## src/design/svt_pkg.sv

```systemverilog
// Shared types and codes for the sorted value table.
// No dependencies; used by the controller, datapath, top level and checker.
`timescale 1ns / 1ps

package svt_pkg;

  typedef enum logic [1:0] {
    CMD_INSERT = 2'd0,
    CMD_REMOVE = 2'd1,
    CMD_SEARCH = 2'd2,
    CMD_CLEAR  = 2'd3
  } cmd_t;

  typedef enum logic [1:0] {
    ST_DONE      = 2'd0,
    ST_NOT_FOUND = 2'd1,
    ST_EMPTY     = 2'd2,
    ST_FULL      = 2'd3
  } status_t;

  typedef enum logic [2:0] {
    S_IDLE,
    S_SCAN,
    S_SHIFT_DN,
    S_SHIFT_UP,
    S_RESP
  } state_t;

  typedef enum logic [2:0] {
    IDX_HOLD,
    IDX_ZERO,
    IDX_INC,
    IDX_DEC,
    IDX_COUNT
  } idx_op_t;

  typedef enum logic [1:0] {
    CNT_HOLD,
    CNT_CLEAR,
    CNT_INC,
    CNT_DEC
  } cnt_op_t;

  // which neighbor of the next index the RAM reads
  typedef enum logic [1:0] {
    RD_SAME,
    RD_NEXT,
    RD_PREV
  } rd_sel_t;

  typedef struct packed {
    logic    load;
    idx_op_t idx_op;
    cnt_op_t cnt_op;
    rd_sel_t rd_sel;
    logic    pos_save;
    logic    wr_en;
    logic    wr_sel_value;
    logic    set_status;
    status_t status_code;
  } ctl_t;

  typedef struct packed {
    cmd_t cmd_q;
    logic full;
    logic empty;
    logic at_end;
    logic lt;
    logic eq;
    logic dn_done;
    logic up_done;
  } flags_t;

endpackage

```

## src/design/svt_ram.sv

```systemverilog
// Generic single-write, single-read RAM with registered read data.
// No dependencies.
`timescale 1ns / 1ps

module svt_ram #(
  parameter int WIDTH = 32,
  parameter int DEPTH = 16
) (
  input  logic                     clk,
  input  logic                     we,
  input  logic [$clog2(DEPTH)-1:0] waddr,
  input  logic [WIDTH-1:0]         wdata,
  input  logic [$clog2(DEPTH)-1:0] raddr,
  output logic [WIDTH-1:0]         rdata
);

  logic [WIDTH-1:0] mem [DEPTH];

  always_ff @(posedge clk) begin
    if (we) begin
      mem[waddr] <= wdata;
    end
    rdata <= mem[raddr];
  end

endmodule

```

## src/design/svt_dp.sv

```systemverilog
// Datapath: entry RAM, walk index, stored count, saved position and status.
// Depends on svt_pkg and svt_ram.
`timescale 1ns / 1ps

module svt_dp #(
  parameter int DEPTH = 16
) (
  input  logic               clk,
  input  logic               rst,
  input  logic [1:0]         command,
  input  logic signed [31:0] value,
  input  svt_pkg::ctl_t      ctl,
  output svt_pkg::flags_t    flags,
  output logic [1:0]         status,
  output logic [4:0]         entry_count
);

  localparam int CW = $clog2(DEPTH + 1);
  localparam int AW = $clog2(DEPTH);

  svt_pkg::cmd_t      cmd_q;
  logic signed [31:0] value_q;
  logic [CW-1:0]      idx;
  logic [CW-1:0]      idx_next;
  logic [CW-1:0]      count;
  logic [CW-1:0]      count_next;
  logic [CW-1:0]      pos;
  svt_pkg::status_t   status_q;
  logic [CW-1:0]      raddr_full;
  logic signed [31:0] rdata;
  logic [31:0]        wdata;

  always_comb begin
    case (ctl.idx_op)
      svt_pkg::IDX_ZERO:  idx_next = '0;
      svt_pkg::IDX_INC:   idx_next = idx + CW'(1);
      svt_pkg::IDX_DEC:   idx_next = idx - CW'(1);
      svt_pkg::IDX_COUNT: idx_next = count;
      default:            idx_next = idx;
    endcase
  end

  always_comb begin
    case (ctl.cnt_op)
      svt_pkg::CNT_CLEAR: count_next = '0;
      svt_pkg::CNT_INC:   count_next = count + CW'(1);
      svt_pkg::CNT_DEC:   count_next = count - CW'(1);
      default:            count_next = count;
    endcase
  end

  // read data arrives in the cycle after its address, so address from the next index
  always_comb begin
    case (ctl.rd_sel)
      svt_pkg::RD_NEXT: raddr_full = idx_next + CW'(1);
      svt_pkg::RD_PREV: raddr_full = idx_next - CW'(1);
      default:          raddr_full = idx_next;
    endcase
  end

  assign wdata = ctl.wr_sel_value ? value_q : rdata;

  svt_ram #(
    .WIDTH (32),
    .DEPTH (DEPTH)
  ) u_ram (
    .clk   (clk),
    .we    (ctl.wr_en),
    .waddr (idx[AW-1:0]),
    .wdata (wdata),
    .raddr (raddr_full[AW-1:0]),
    .rdata (rdata)
  );

  always_ff @(posedge clk) begin
    if (rst) begin
      count    <= '0;
      idx      <= '0;
      status_q <= svt_pkg::ST_DONE;
    end else begin
      count <= count_next;
      idx   <= idx_next;
      if (ctl.set_status) begin
        status_q <= ctl.status_code;
      end
    end
  end

  always_ff @(posedge clk) begin
    if (ctl.load) begin
      cmd_q   <= svt_pkg::cmd_t'(command);
      value_q <= value;
    end
    if (ctl.pos_save) begin
      pos <= idx;
    end
  end

  assign flags.cmd_q   = cmd_q;
  assign flags.full    = (count == CW'(DEPTH));
  assign flags.empty   = (count == '0);
  assign flags.at_end  = (idx == count);
  assign flags.lt      = (rdata < value_q);
  assign flags.eq      = (rdata == value_q);
  assign flags.dn_done = (idx == pos);
  assign flags.up_done = ({1'b0, idx} + (CW + 1)'(1)) >= {1'b0, count};

  assign status      = status_q;
  assign entry_count = 5'(count);

endmodule

```

## src/design/svt_ctrl.sv

```systemverilog
// Controller state machine: sequences scan, shift and answer per request.
// Depends on svt_pkg.
`timescale 1ns / 1ps

module svt_ctrl (
  input  logic            clk,
  input  logic            rst,
  input  logic            start,
  input  logic [1:0]      command,
  input  svt_pkg::flags_t flags,
  output svt_pkg::ctl_t   ctl,
  output logic            busy,
  output logic            done
);

  svt_pkg::state_t state;
  svt_pkg::state_t state_next;
  logic            stop;
  logic            found;

  assign stop  = flags.at_end || !flags.lt;
  assign found = !flags.at_end && flags.eq;

  always_ff @(posedge clk) begin
    if (rst) begin
      state <= svt_pkg::S_IDLE;
    end else begin
      state <= state_next;
    end
  end

  always_comb begin
    state_next = state;
    case (state)
      svt_pkg::S_IDLE: begin
        if (start) begin
          case (svt_pkg::cmd_t'(command))
            svt_pkg::CMD_CLEAR:  state_next = svt_pkg::S_RESP;
            svt_pkg::CMD_INSERT: state_next = flags.full ? svt_pkg::S_RESP : svt_pkg::S_SCAN;
            default:             state_next = flags.empty ? svt_pkg::S_RESP : svt_pkg::S_SCAN;
          endcase
        end
      end
      svt_pkg::S_SCAN: begin
        if (stop) begin
          case (flags.cmd_q)
            svt_pkg::CMD_INSERT: state_next = svt_pkg::S_SHIFT_DN;
            svt_pkg::CMD_REMOVE: state_next = found ? svt_pkg::S_SHIFT_UP : svt_pkg::S_RESP;
            default:             state_next = svt_pkg::S_RESP;
          endcase
        end
      end
      svt_pkg::S_SHIFT_DN: if (flags.dn_done) state_next = svt_pkg::S_RESP;
      svt_pkg::S_SHIFT_UP: if (flags.up_done) state_next = svt_pkg::S_RESP;
      svt_pkg::S_RESP:     state_next = svt_pkg::S_IDLE;
      default:             state_next = svt_pkg::S_IDLE;
    endcase
  end

  always_comb begin
    ctl              = '0;
    ctl.idx_op       = svt_pkg::IDX_HOLD;
    ctl.cnt_op       = svt_pkg::CNT_HOLD;
    ctl.status_code  = svt_pkg::ST_DONE;
    case (state_next)
      svt_pkg::S_SHIFT_UP: ctl.rd_sel = svt_pkg::RD_NEXT;
      svt_pkg::S_SHIFT_DN: ctl.rd_sel = svt_pkg::RD_PREV;
      default:             ctl.rd_sel = svt_pkg::RD_SAME;
    endcase
    case (state)
      svt_pkg::S_IDLE: begin
        if (start) begin
          ctl.load   = 1'b1;
          ctl.idx_op = svt_pkg::IDX_ZERO;
          case (svt_pkg::cmd_t'(command))
            svt_pkg::CMD_CLEAR: begin
              ctl.cnt_op      = svt_pkg::CNT_CLEAR;
              ctl.set_status  = 1'b1;
              ctl.status_code = svt_pkg::ST_DONE;
            end
            svt_pkg::CMD_INSERT: begin
              ctl.set_status  = flags.full;
              ctl.status_code = svt_pkg::ST_FULL;
            end
            default: begin
              ctl.set_status  = flags.empty;
              ctl.status_code = svt_pkg::ST_EMPTY;
            end
          endcase
        end
      end
      svt_pkg::S_SCAN: begin
        if (!stop) begin
          ctl.idx_op = svt_pkg::IDX_INC;
        end else begin
          ctl.pos_save    = 1'b1;
          ctl.set_status  = 1'b1;
          ctl.status_code = found ? svt_pkg::ST_DONE : svt_pkg::ST_NOT_FOUND;
          if (flags.cmd_q == svt_pkg::CMD_INSERT) begin
            ctl.idx_op      = svt_pkg::IDX_COUNT;
            ctl.status_code = svt_pkg::ST_DONE;
          end
        end
      end
      svt_pkg::S_SHIFT_DN: begin
        // move entries up one slot from the top, then drop the new value in
        ctl.wr_en = 1'b1;
        if (flags.dn_done) begin
          ctl.wr_sel_value = 1'b1;
          ctl.cnt_op       = svt_pkg::CNT_INC;
        end else begin
          ctl.idx_op = svt_pkg::IDX_DEC;
        end
      end
      svt_pkg::S_SHIFT_UP: begin
        if (flags.up_done) begin
          ctl.cnt_op = svt_pkg::CNT_DEC;
        end else begin
          ctl.wr_en  = 1'b1;
          ctl.idx_op = svt_pkg::IDX_INC;
        end
      end
      default: ;
    endcase
  end

  assign busy = (state != svt_pkg::S_IDLE);
  assign done = (state == svt_pkg::S_RESP);

endmodule

```

## src/design/sorted_value_table.sv

```systemverilog
// Sorted value table: clear, full or empty cases answer straight from idle; otherwise a
// scan finds the position, then an insert or a found remove shifts the entries before the
// answer; the walk is one RAM read a cycle.
// busy stays high through the done cycle; the next request can be taken in the cycle after
// done. done cannot be held off by the receiver.
// Synchronous reset empties the table; entry contents are not cleared.
`timescale 1ns / 1ps

module sorted_value_table #(
  parameter int DEPTH = 16
) (
  input  logic               clk,
  input  logic               rst,
  input  logic               start,
  output logic               busy,
  input  logic [1:0]         command,
  input  logic signed [31:0] value,
  output logic               done,
  output logic [1:0]         status,
  output logic [4:0]         entry_count
);

  svt_pkg::ctl_t   ctl;
  svt_pkg::flags_t flags;

  svt_ctrl u_ctrl (
    .clk     (clk),
    .rst     (rst),
    .start   (start),
    .command (command),
    .flags   (flags),
    .ctl     (ctl),
    .busy    (busy),
    .done    (done)
  );

  svt_dp #(
    .DEPTH (DEPTH)
  ) u_dp (
    .clk         (clk),
    .rst         (rst),
    .command     (command),
    .value       (value),
    .ctl         (ctl),
    .flags       (flags),
    .status      (status),
    .entry_count (entry_count)
  );

endmodule

```

## config.mk

```make
export PLATFORM = sky130hd
export DESIGN_NAME = sorted_value_table
export DESIGN_NICKNAME = d
export VERILOG_FILES = /design/src/design/svt_pkg.sv /design/src/design/svt_ram.sv /design/src/design/svt_dp.sv /design/src/design/svt_ctrl.sv /design/src/design/sorted_value_table.sv
export SDC_FILE = /design/constraint.sdc
export NUM_CORES = 1
export LEC_CHECK = 0
export BUFFER_PORTS_ARGS = -buffer_cell sky130_fd_sc_hd__buf_2
export CORE_ASPECT_RATIO = 1.2
export CORE_MARGIN = 8
export CORE_UTILIZATION = 60
export CTS_BUF_LIST = sky130_fd_sc_hd__clkbuf_2 sky130_fd_sc_hd__clkbuf_4 sky130_fd_sc_hd__clkbuf_8
export DETAILED_ROUTE_END_ITERATION = 12
export GPL_TIMING_DRIVEN = 0
export PLACE_DENSITY = 0.77
export RECOVER_POWER = 100
export SETUP_SLACK_MARGIN = 0.4
export SLEW_MARGIN = 10
export SYNTH_ARGS = -nofsm -noshare
export SYNTH_HDL_FRONTEND = slang
export SYNTH_HIERARCHICAL = 1
export SYNTH_SLANG_ARGS = --single-unit
```

## constraint.sdc

```tcl
create_clock -name clk -period 8.3 [get_ports clk]
set_input_delay 0.415 -clock clk [delete_from_list [all_inputs] [get_ports clk]]
set_output_delay 0.415 -clock clk [all_outputs]
set_load 0.05 [all_outputs]
```

## Word level (Yosys, flattened, before mapping)

Memories as Yosys holds them, arrays and structs flattened. A register that Yosys moved wholly into a read port is not among the register bits.
Index checks and enable logic that the tools add are counted.

| word-level totals | value |
|---|---|
| register bits after elaboration | 54 |
| RAM bits | 512 |
| output and inout bits | 9 |
| word-level logic and storage cells | 88 |
| memories | 1 |

| operators by class | value |
|---|---|
| add/sub/neg operators | 7 |
| order comparisons | 2 |
| equal/unequal tests | 21 |
| mux-type cells | 40 |
| reductions and logical operators | 10 |

Memory list:

| memory | words | bits a word | read ports | clocked after memory_dff | wr ports | line | RTL |
|---|---|---|---|---|---|---|---|
| u_dp.u_ram.mem | 16 | 32 | 1 | 1 | 1 | svt_ram.sv:17 | `logic [WIDTH-1:0] mem [DEPTH];` |

Operators by type and width:

| cell | count |
|---|---|
| $mux W3 | 11 |
| $eq A32 B32 Y1 | 1 |
| $lt A32 B32 Y1 | 1 |
| $mux W32 | 1 |
| $pmux W3 S2 | 4 |
| $pmux W3 S4 | 2 |
| $pmux W5 S4 | 1 |
| $eq A3 B2 Y1 const B | 6 |
| $pmux W5 S3 | 1 |
| $add A5 B1 Y5 const B | 2 |
| $eq A5 B5 Y1 | 2 |
| $mux W1 | 10 |
| $mux W2 | 5 |
| $sub A5 B1 Y5 const B | 2 |
| $eq A2 B2 Y1 const B | 4 |
| $pmux W4 S2 | 1 |
| $add A5 B1 Y6 const B | 1 |
| $eq A2 B1 Y1 const B | 3 |
| $eq A3 B1 Y1 const B | 2 |
| $eq A3 B3 Y1 const B | 2 |
| $ge A6 B5 Y1 | 1 |
| $mux W6 | 1 |
| $pmux W2 S3 | 1 |
| $reduce_bool A3 Y1 | 2 |
| other kinds (11) | 13 |

## Depth between registers and ports, before layout

Gate-level depths: netlist (run 1).

| logic depth | value |
|---|---|
| depth in word-level cells | 11 |
| gate-level depth with buffers | 32 |

## Cells and area by module

The synthesis (run 1) kept the hierarchy.

By module, submodules not included:

| module | times used | cells each | area an instance (sq um) | sequential area each (sq um) |
|---|---|---|---|---|
| svt_ram | 1 | 838 | 19,835.3 | 16,015.4 |
| svt_dp | 1 | 370 | 3,719.8 | 1,411.4 |
| svt_ctrl | 1 | 60 | 466.7 | 60.1 |

## Worst setup path after synthesis (run 1)

No wires, ideal clock.

| timing path | value |
|---|---|
| path kind | register -> register |
| from | register u_dp.count[0], in the netlist u_dp/entry_count[0] |
| to | register u_dp.u_ram.rdata[0] (read register of u_dp.u_ram.mem) |
| arrival | 5.967 ns |
| required time | 8.240 ns |
| setup slack | 2.274 ns |
| stages on the path, launching flop included | 30 |
| path buffers | 3 |
| clock period less this slack | 6.026 ns |
| path through | dfxtp_1 > ha_1 > nand2b_1 > a21o_1 > a21o_1 > a21oi_1 > o221ai_1 > nor2b_4 > o211ai_2 > o21ai_0 > clkbuf_1 > inv_2 > nor2_1 > nand2_1 > xnor2_1 > ha_1 > or3b_4 > a21oi_2 > o21ai_1 > a221oi_2 > inv_1 > ha_1 > o41ai_2 > mux2i_1 > xor2_1 > nor2b_1 > clkbuf_1 > clkbuf_1 > a22oi_1 > nand2_1 |

RTL lines:

| what | line | RTL |
|---|---|---|
| start, declared | svt_dp.sv:25 | `logic [CW-1:0] count;` |
| start signal, assigned | svt_dp.sv:81 | `count <= count_next;` |
| end, declared | svt_ram.sv:14 | `output logic [WIDTH-1:0] rdata` |

==> results of run 1 <==
==> kinds of logic after synthesis <==
kind of cell	Yosys count	share of synthesized area (%)
adders and majority gates	50	2.667
buffers and inverters	117	2.130
AOI/OAI and AO/OA	138	4.141
muxes	171	13.97
and+or+nand+nor	174	3.563
DFF	598	72.80
xor gates and xnor gates	20	0.7292
==> timing repair <==
action,4_1_cts,5_1_grt
hold buffers,34,0
setup endpoints to repair,21,31
gates resized for setup,3,23
cloned,0,0
endpoints found under the hold margin,34,0
==> through the flow <==
| stage | total power [mW] | utilization, % | hold slack, ns |
|---|---|---|---|
| 3_3_place_gp | 3.509 | 62.85 | 0.4106 |
| 5_1_grt | 6.112 | 68.59 | 0.06029 |
| 2_1_floorplan | 3.460 | - | 0.4064 |
| 3_5_place_dp | 3.518 | 64.40 | 0.4254 |
| 4_1_cts | 5.975 | 69.94 | 0.003280 |
| 6_report | 5.920 | 68.60 | 0.05706 |
==> layout by cell type (no fill, tap or decap), types with 8 or more instances in the layout <==
cell           netlist  routed
edfxtp_1           551     551
mux4_2             128     128
clkbuf_8             0      99
a22oi_1             64      64
clkbuf_1            26      57
nand2_1             55      55
inv_1               52      54
nor2_1              49      49
ha_1                48      48
dfxtp_1             47      47
buf_2               12      45
dlygate4sd3_1        0      34
mux2_1               1      32
a21oi_1             30      31
clkbuf_4             0      24
clkinv_1             0      19
nand3_1             15      16
nor3_1              15      16
clkbuf_2             1      14
xnor2_1             12      12
clkinv_2             0      11
buf_1               11      10
buf_4                9       9
mux2i_1              8       8
xor2_1               8       8
==> worst min path at each step <==
stage                startpoint              end  slack, ns  cells after the start
finish                      rst      u_dp/idx[4]       0.06                      2
floorplan           u_dp/idx[4]      u_dp/pos[4]       0.41                      0
global route                rst  u_ctrl/state[0]       0.06                      2
CTS                         rst      u_dp/idx[4]      0.003                      2
detailed placement  u_dp/idx[4]      u_dp/pos[4]       0.43                      0
global placement    u_dp/idx[4]      u_dp/pos[4]       0.41                      0
==> power by group through the flow <==
| stage | sequential [mW] | clock [mW] | combinational, mW |
|---|---|---|---|
| after detailed placement | 3.37 | 0 | 0.151 |
| after CTS | 3.30 | 2.51 | 0.165 |
| after floorplan | 3.36 | 0 | 0.0982 |
| final | 3.30 | 2.46 | 0.159 |
| after global routing | 3.30 | 2.63 | 0.175 |
| after global placement | 3.37 | 0 | 0.142 |
==> area by class of cell <==
cell class,instances,area (um^2)
multi-input combinational,553,5987
timing repair buffer,110,668.1
tap,533,666.9
antenna,1,2.502
clock buffer,123,1543
clock inverter,39,310.3
inverter,55,206.4
fill,2541,12450
sequential,598,17490
buffer,62,320.3
==> sequential cells by signal, indices dropped and copies added, names as in the netlist <==
register          count
u_dp/u_ram/mem      512
u_dp/pos              5
u_dp/idx              5
u_ctrl/state          3
u_dp/u_ram/rdata     32
u_dp/status           2
u_dp/cmd_q            2
u_dp/value_q         32
u_dp/entry_count      5
==> layer usage <==
metal  up-vias  share of wire, %  GRT usage (%)
li1       5524                 -              -
met1      6534                39          30.93
met2       669                50          37.58
met3       122               8.5          4.276
met4         0               3.2          9.917
met5         -                 0              0
==> metrics, run 1 <==
outcome=finished with violations; violated checks=capacitance limit, slew limit; CP top delay family=compound AO/OA/AOI/OAI gates; power per cell area=217.7 nW/um^2; Syn. warnings=6; antenna violations before repair=0; Post-synth EDFFs=551; Max Cap Viol=16; Port-buffer cells=45; Yosys top cell by area=edfxtp_1; CP max-delay cell=buf_1; Initial Utilization=60.60%; DP HPWL=33,550 um; main flop type after synthesis=edfxtp_1; clock network power share=41.5%; pre-CTS setup slack=0.3743 ns; Reg2Reg Depth=24; FF-to-FF setup slack=0.55 ns; crit start category=register; net switching power=1.204 mW; mapped cell area=24,020 um^2; most frequent CP cell=buf_2; Post-synth top cells=edfxtp_1, mux4_2, a22oi_1, nand2_1, inv_1; Crit path buffers/inverters=6; r2r endpoint=u_dp/u_ram/rdata[25]; critical path endpoint category=register; CTS HTree Levels=3; dominant cells by area after synthesis=edfxtp_1, mux4_2, dfxtp_1, ha_1, a22oi_1; crit path cell chain=inv_1, ha_1, nand4_1, nor4_1, nand3_1, o31ai_1, o31ai_1, inv_1, o21ai_0, nor3_1, buf_2, buf_2, nor2_1, nand2_1, xnor2_1, ha_1, a221oi_1, fa_1, mux2i_1, buf_2, buf_1, mux4_2, a22oi_1, nand2_1; Clk Tree Root Cell=clkbuf_8; die width=198.7 um; final worst setup slack=0.5486 ns; FMAX=129.0 MHz; drt first-iter violations=1,174; DR WL/cell=25.68 um; Clock Tree Buf Depth=3; GPL Wtd Cong=0.8208; CP max FO=10; worst rel slew slack=-37.65%; syn avg cell area=18.94 um^2; Rows=80; Worst Setup SP=u_dp/value_q[31]; # Post-CTS Setup Buffers=0; vias per inst=6.195; logic gate share of total power=2.7%; routed via count=12.85k; Critical Path End=u_dp/u_ram/rdata[25]; Synth top area share=68.88%; sequential-to-total area share from yosys stat=72.80%; final hold vios=0; final setup fails=0; Tightest Pin Transition=2.057 ns; Worst Path Required=8.80 ns; Ports=46; placed cell count=1,877; critical path type=reg -> reg; Sw Share=20.34%; largest net degree at the start of global routing=22; area delta synth->final=13.19%; gr ovfl total=0; clock latency on the worst-skew pair=0.65 ns; Yosys cell types=64; fin crit share=93.39%; max incr delay on CP=0.78 ns; worst hold path type=in -> reg; All-Layer GR Usage=23.29%; Min Clock Period, post-route=7.751 ns; critical path arrival=8.26 ns; worst vdd ir=0.1332 mV; Final Non-Filler Cells=2,074; Leak Pwr=9.019 nW; die area=46,720 um^2; placed inst area=25,530 um^2; Final Max Slew Viols=254; clock slew at reported path FFs=0.07 ns; CTS tree=done; clock sinks=598; share of layout cells above drive strength 1=23.18%; Layout Skew=0.03232 ns; Seq pwr share=55.8%; number of global-route vias before repair=13.26k; Post-Synthesis Net Count=1,355; WL final=53,260 um; Internal=4.716 mW; # DRC=0; Cells after Synth=1,268; CTS buffer count=90; WP depth=24; count leader, synth=edfxtp_1; reg2reg start=u_dp/value_q[31]; #FFs+latches synth=598; fin area=27,190 um^2; Die Ht=235.2 um; ys async rst share=0%; 1st-pass router iterations=5; RSZ-0062 raised after global routing=no; nets=1,557; first-pass GRT wire length=80,340 um; core footprint=39,640 um^2; post-route ant nets=0; setup TNS=0 ns
(Power assumes the default switching activity.)
==> inputs of run 2 (changes only) <==
--- a/config.mk
+++ b/config.mk
@@ -8,11 +8,11 @@
 export BUFFER_PORTS_ARGS = -buffer_cell sky130_fd_sc_hd__buf_2
 export CORE_ASPECT_RATIO = 1.2
 export CORE_MARGIN = 8
-export CORE_UTILIZATION = 60
+export CORE_UTILIZATION = 59
 export CTS_BUF_LIST = sky130_fd_sc_hd__clkbuf_2 sky130_fd_sc_hd__clkbuf_4 sky130_fd_sc_hd__clkbuf_8
 export DETAILED_ROUTE_END_ITERATION = 12
 export GPL_TIMING_DRIVEN = 0
-export PLACE_DENSITY = 0.77
+export PLACE_DENSITY = 0.79
 export RECOVER_POWER = 100
 export SETUP_SLACK_MARGIN = 0.4
 export SLEW_MARGIN = 10
==> constraint.sdc (replaced) <==
create_clock -name clk -period 6.5 [get_ports clk]
set_input_delay 0.325 -clock clk [delete_from_list [all_inputs] [get_ports clk]]
set_output_delay 0.325 -clock clk [all_outputs]
set_load 0.05 [all_outputs]
==> run 2 against run 1 <==
Effect of this change: the run still ends with capacitance limit, slew limit left; routed wire length up 10%; fmax up 24%; sequential power is 28% higher; highest routed layer unchanged; clock skew barely moved; cell count increased by 1.9%; utilization is 1.9 points higher; sequential share of layout area fell by 3.0 points; first-iteration DRC count up 29%; critical path type unchanged; critical path depth is 9 higher; clock power rose by 31%; power rose by 30%; via count rose by 4.1%.
==> metrics, run 2 (synthesis gave the netlist of run 1 again) <==
power per cell area=269.8 nW/um^2; Tightest Pin Transition=2.277 ns; fin crit share=96.08%; final worst setup slack=0.2551 ns; max incr delay on CP=0.46 ns; # DRC=0; Min Clock Period, post-route=6.245 ns; CTS buffer count=87; area delta synth->final=18.71%; Initial Utilization=59.40%; setup TNS=0 ns; DP HPWL=33,860 um; DR WL/cell=27.83 um; final hold vios=0; pre-CTS setup slack=-1.425 ns; antenna violations before repair=1; fillers=2,283; worst hold path type=in -> reg; Rows=81; RSZ-0062 raised after global routing=yes; outcome=finished with violations; nets=1,588; fin area=28,520 um^2; core footprint=40,440 um^2; Clk Tree Root Cell=clkbuf_8; largest register by flop count=u_dp/u_ram/mem; drt first-iter violations=1,514; most common cell after layout, fill and taps aside=edfxtp_1; die area=47,460 um^2; routed via count=13.37k; CP max-delay cell=nor4_4; final setup fails=0; worst vdd ir=0.1564 mV; share of layout cells above drive strength 1=33.23%; critical path type=reg -> reg; Max Cap Viol=21; Ports=46; clock sinks=598; Final Max Slew Viols=378; worst rel slew slack=-52.35%; placed inst area=25,500 um^2; post-route ant nets=0; max reg flops=512; number of global-route vias before repair=13.91k; vias per inst=6.325; Worst Path Required=7.02 ns; clock slew at reported path FFs=0.06 ns; CTS tree=done; CTS HTree Levels=3; Clock Tree Buf Depth=3; CP max FO=8; highest-count cells in the layout ignoring fill and taps=edfxtp_1, mux4_2, clkbuf_8; GPL Wtd Cong=0.8069; Port-buffer cells=45; gr ovfl total=0; 1st-pass router iterations=7; WL final=58,840 um; All-Layer GR Usage=24.11%; FMAX=160.1 MHz; largest net degree at the start of global routing=27; Layout Skew=0.03214 ns; critical path arrival=6.77 ns; critical path endpoint category=register; Die Ht=237.0 um; die width=200.2 um; Leak Pwr=9.465 nW; violated checks=capacitance limit, slew limit; registers with the most flip-flops=u_dp/u_ram/mem x512, u_dp/u_ram/rdata x32, u_dp/value_q x32; first-pass GRT wire length=85,150 um; clock latency on the worst-skew pair=0.67 ns; crit start category=register; Worst Hold Slack=0.2740 ns
-- run 2: cell types whose count changed in the layout (fill, tap and decap cells not counted), sizes merged --
cell / delta
bufinv: -1
clkinv: -13
inv: +1
clkdlybuf4s15: +1
buf: +40
clkbuf: +4
clkinvlp: +1
dlygate4sd3: +1
-- run 2: layout make-up --
| class | count | area, um^2 | area share (%) |
|---|---|---|---|
| repair buffers | 144 | 984.7 | 3.453 |
| diodes | 1 | 2.502 | 0.008775 |
| clock buffers | 135 | 1652 | 5.792 |
| multi-input cells | 553 | 6666 | 23.38 |
| flip-flops and latches | 598 | 17490 | 61.33 |
| clock inverters | 27 | 254.0 | 0.8907 |
| well taps | 539 | 674.4 | 2.365 |
| plain buffers | 62 | 583.1 | 2.045 |
| inverters | 55 | 211.5 | 0.7415 |
-- run 2: critical path, delay by kind of cell (launching register included) --
kind                     cells  cell delay (ns)
multiplexers                 1             0.15
XOR/XNOR                     2             0.22
flip-flops                   1             0.36
adder cells (fa/ha/maj)      3             0.76
AND/OR/NAND/NOR             10             1.78
buffers and inverters        7             0.93
AO/OA/AOI/OAI               10             1.90
-- run 2: layer usage --
layer,global-route usage (%),part of all wire (%),up-vias
li1,-,-,5578
met1,28.82,36,6821
met2,41.08,51,785
met3,4.921,8.7,187
met4,12.68,4.5,0
met5,0,0,-
-- run 2: what timing repair did --
item                                   in CTS  in global routing
cloned                                      0                  7
setup buffers                              13                 14
setup endpoints to repair                  32                 32
gates resized for setup                   124                 98
pin swaps                                  16                 61
hold buffers                               35                  0
endpoints found under the hold margin      39                  0
-- run 2: final timing paths --
path | start | to | slack [ns] | cells after the start
setup reg to reg | u_dp/value_q[13] | u_dp/u_ram/rdata[26] | 0.26 | 33
setup / recovery | u_dp/value_q[13] | u_dp/u_ram/rdata[26] | 0.26 | 33
hold / removal | start | u_dp/status[1] | 0.27 | 5
hold reg to reg | u_dp/idx[4] | u_dp/pos[4] | 0.43 | 0
-- run 2: report_power, final --
part	switching [mW]	internal, mW	total (mW)
clock network	1.43	1.79	3.22
registers	0.0205	4.20	4.22
logic	0.148	0.107	0.255
total	1.60	6.10	7.70
-- run 2: stage by stage --
step / instances / util, % / total power [mW]
after floorplan: 1268 / - / 4.418
after global placement: 1852 / 61.63 / 4.481
after detailed placement: 1882 / 63.05 / 4.492
after CTS: 2092 / 70.24 / 7.694
after global routing: 2114 / 70.52 / 7.929
final: 2114 / 70.52 / 7.695
==> inputs of run 3 (changes only) <==
--- a/config.mk
+++ b/config.mk
@@ -14,7 +14,8 @@
 export GPL_TIMING_DRIVEN = 0
 export PLACE_DENSITY = 0.79
 export RECOVER_POWER = 100
-export SETUP_SLACK_MARGIN = 0.4
+export SETUP_SLACK_MARGIN = 0.15
+export SKIP_LAST_GASP = 1
 export SLEW_MARGIN = 10
 export SYNTH_ARGS = -nofsm -noshare
 export SYNTH_HDL_FRONTEND = slang
==> constraint.sdc (replaced) <==
create_clock -name clk -period 6.5 [get_ports clk]
set_input_delay 1.95 -clock clk [delete_from_list [all_inputs] [get_ports clk]]
set_output_delay 1.95 -clock clk [all_outputs]
set_load 0.05 [all_outputs]
==> run 3 against run 2 <==
Effect of this change: the flow still finishes with violations (capacitance limit, slew limit); utilization fell by 0.86 points; count of clock-buffer cells in the layout did not move; cell count fell by 2.0%; register-to-register slack got worse by 0.06 ns; clock skew rose by 0.0017 ns; global-route usage fell by 1.1 points; hold slack improved by 0.15 ns; via count fell by 3.0%; fmax fell by 1.0%; critical path depth fell by 1; critical endpoint unchanged.
==> metrics, run 3 (synthesis gave the netlist of run 1 again) <==
Initial Utilization=59.40%; gr ovfl total=0; most common cell after layout, fill and taps aside=edfxtp_1; drt first-iter violations=1,446; Port-buffer cells=45; Sw Share=20.61%; power per cell area=271.7 nW/um^2; GPL Wtd Cong=0.8069; net switching power=1.577 mW; placed inst area=25,500 um^2; final setup fails=0; Layout Skew=0.03387 ns; FF-to-FF setup slack=0.19 ns; highest-count cells in the layout ignoring fill and taps=edfxtp_1, mux4_2, clkbuf_8; FMAX=158.5 MHz; r2r endpoint=u_dp/u_ram/rdata[26]; Die Ht=237.0 um; worst hold path type=reg -> reg; Tightest Pin Transition=2.280 ns; Crit path buffers/inverters=8; worst vdd ir=0.1574 mV; All-Layer GR Usage=23.03%; antenna violations before repair=1; largest register by flop count=u_dp/u_ram/mem; most frequent CP cell=buf_4; WHS Path Cells=0; CP max FO=10; Min Clock Period, post-route=6.308 ns; largest net degree at the start of global routing=27; number of global-route vias before repair=13.49k; placed cell count=1,882; critical path arrival=6.83 ns; CTS HTree Levels=3; Seq pwr share=55.2%; CP max-delay cell=edfxtp_1; Leak Pwr=9.395 nW; critical path type=reg -> reg; reg2reg start=u_dp/value_q[31]; fin crit share=97.05%; CTS tree=done; outcome=finished with violations; first-pass GRT wire length=81,590 um; Internal=6.076 mW; nets=1,545; final worst setup slack=0.1918 ns; share of layout cells above drive strength 1=33.77%; die width=200.2 um; Final Max Slew Viols=182; pre-CTS setup slack=-1.425 ns; Clk Tree Root Cell=clkbuf_8; Clock Tree Buf Depth=3; DP HPWL=33,860 um; final hold vios=0; WL final=55,600 um; hold_sp=u_dp/idx[4]; fin area=28,170 um^2; crit start category=register; CP top delay family=compound AO/OA/AOI/OAI gates; vias per inst=6.265; Reg2Reg Depth=32; CTS buffer count=87; clock sinks=598; DR WL/cell=26.85 um; Final Non-Filler Cells=2,071; area delta synth->final=17.26%; routed via count=12.98k; worst rel slew slack=-52.55%; Max Cap Viol=12; Rows=81; clock network power share=41.9%; logic gate share of total power=2.9%; max reg flops=512; Worst Path Required=7.02 ns; core footprint=40,440 um^2; 1st-pass router iterations=7; fillers=2,313; Ports=46; Hold Crit Endpoint=u_dp/pos[4]; post-route ant nets=0; RSZ-0062 raised after global routing=yes; clock slew at reported path FFs=0.06 ns; violated checks=capacitance limit, slew limit; max incr delay on CP=0.43 ns; # DRC=0; critical path endpoint category=register; registers with the most flip-flops=u_dp/u_ram/mem x512, u_dp/u_ram/rdata x32, u_dp/value_q x32; clock latency on the worst-skew pair=0.67 ns; # hold bufs at CTS=0; final core occ=69.66%; total power draw=7.653 mW; die area=47,460 um^2
## run 3: how the worst max path moves through the flow
stage / startpoint / end / depth (start not counted)
after CTS: u_dp/value_q[17] / u_dp/u_ram/rdata[26] / 31
after floorplan: u_dp/entry_count[0] / u_dp/u_ram/rdata[0] / 29
after global routing: u_dp/value_q[14] / u_dp/u_ram/rdata[9] / 31
final: u_dp/value_q[31] / u_dp/u_ram/rdata[26] / 32
after detailed placement: u_dp/value_q[17] / u_dp/u_ram/rdata[26] / 30
after global placement: u_dp/idx[0] / u_dp/u_ram/mem[12][13] / 9
## run 3: per-layer routing
| layer | vias up | track usage (%) | routed length [um] |
|---|---|---|---|
| met3 | 154 | 4.662 | 5113 |
| met2 | 755 | 38.93 | 28030 |
| li1 | 5491 | - | - |
| met4 | 0 | 11.29 | 2314 |
| met5 | - | 0 | 0 |
| met1 | 6575 | 28.18 | 20140 |
## run 3: area by class of cell
cell class                 count  area (um^2)  share of cell area (%)
multi-input combinational    553         6529                   23.18
buffer                        62        513.0                   1.821
tap                          539        674.4                   2.394
antenna                        1        2.502                0.008884
clock buffer                 135         1652                   5.864
clock inverter                27        254.0                  0.9017
sequential                   598        17490                   62.09
timing repair buffer         101        843.3                   2.994
inverter                      55        211.5                  0.7507
## run 3: worst reg2reg max path, delay by kind of cell, from the launching register on
kind / cells / cell delay, ns
muxes: 1 / 0.25
buffers and inverters: 8 / 1.12
AOI/OAI and AO/OA: 9 / 1.93
adders and majority gates: 3 / 0.65
DFF: 1 / 0.43
xor gates and xnor gates: 2 / 0.23
and+or+nand+nor: 9 / 1.57
## run 3: metrics by stage
step                      setup TNS (ns)  hold WS (ns)
after floorplan                        0        0.4064
after global placement           -222.62        0.4079
after detailed placement          -42.62        0.4201
after CTS                              0        0.4274
after global routing             -0.2222        0.4371
final                                  0        0.4277
## run 3: timing repair
item                                    4_1_cts  5_1_grt
pin swaps                                     8       27
setup buffers                                 7       18
gates resized for setup                      84      103
cloned                                        0        1
endpoints found under the setup margin       32       32
## run 3: power by group through the flow
stage / registers, mW / clock network, mW / logic (mW)
after floorplan: 4.29 / 0 / 0.125
after global placement: 4.30 / 0 / 0.181
after detailed placement: 4.30 / 0 / 0.192
after CTS: 4.22 / 3.24 / 0.205
after global routing: 4.22 / 3.42 / 0.242
final: 4.22 / 3.21 / 0.225
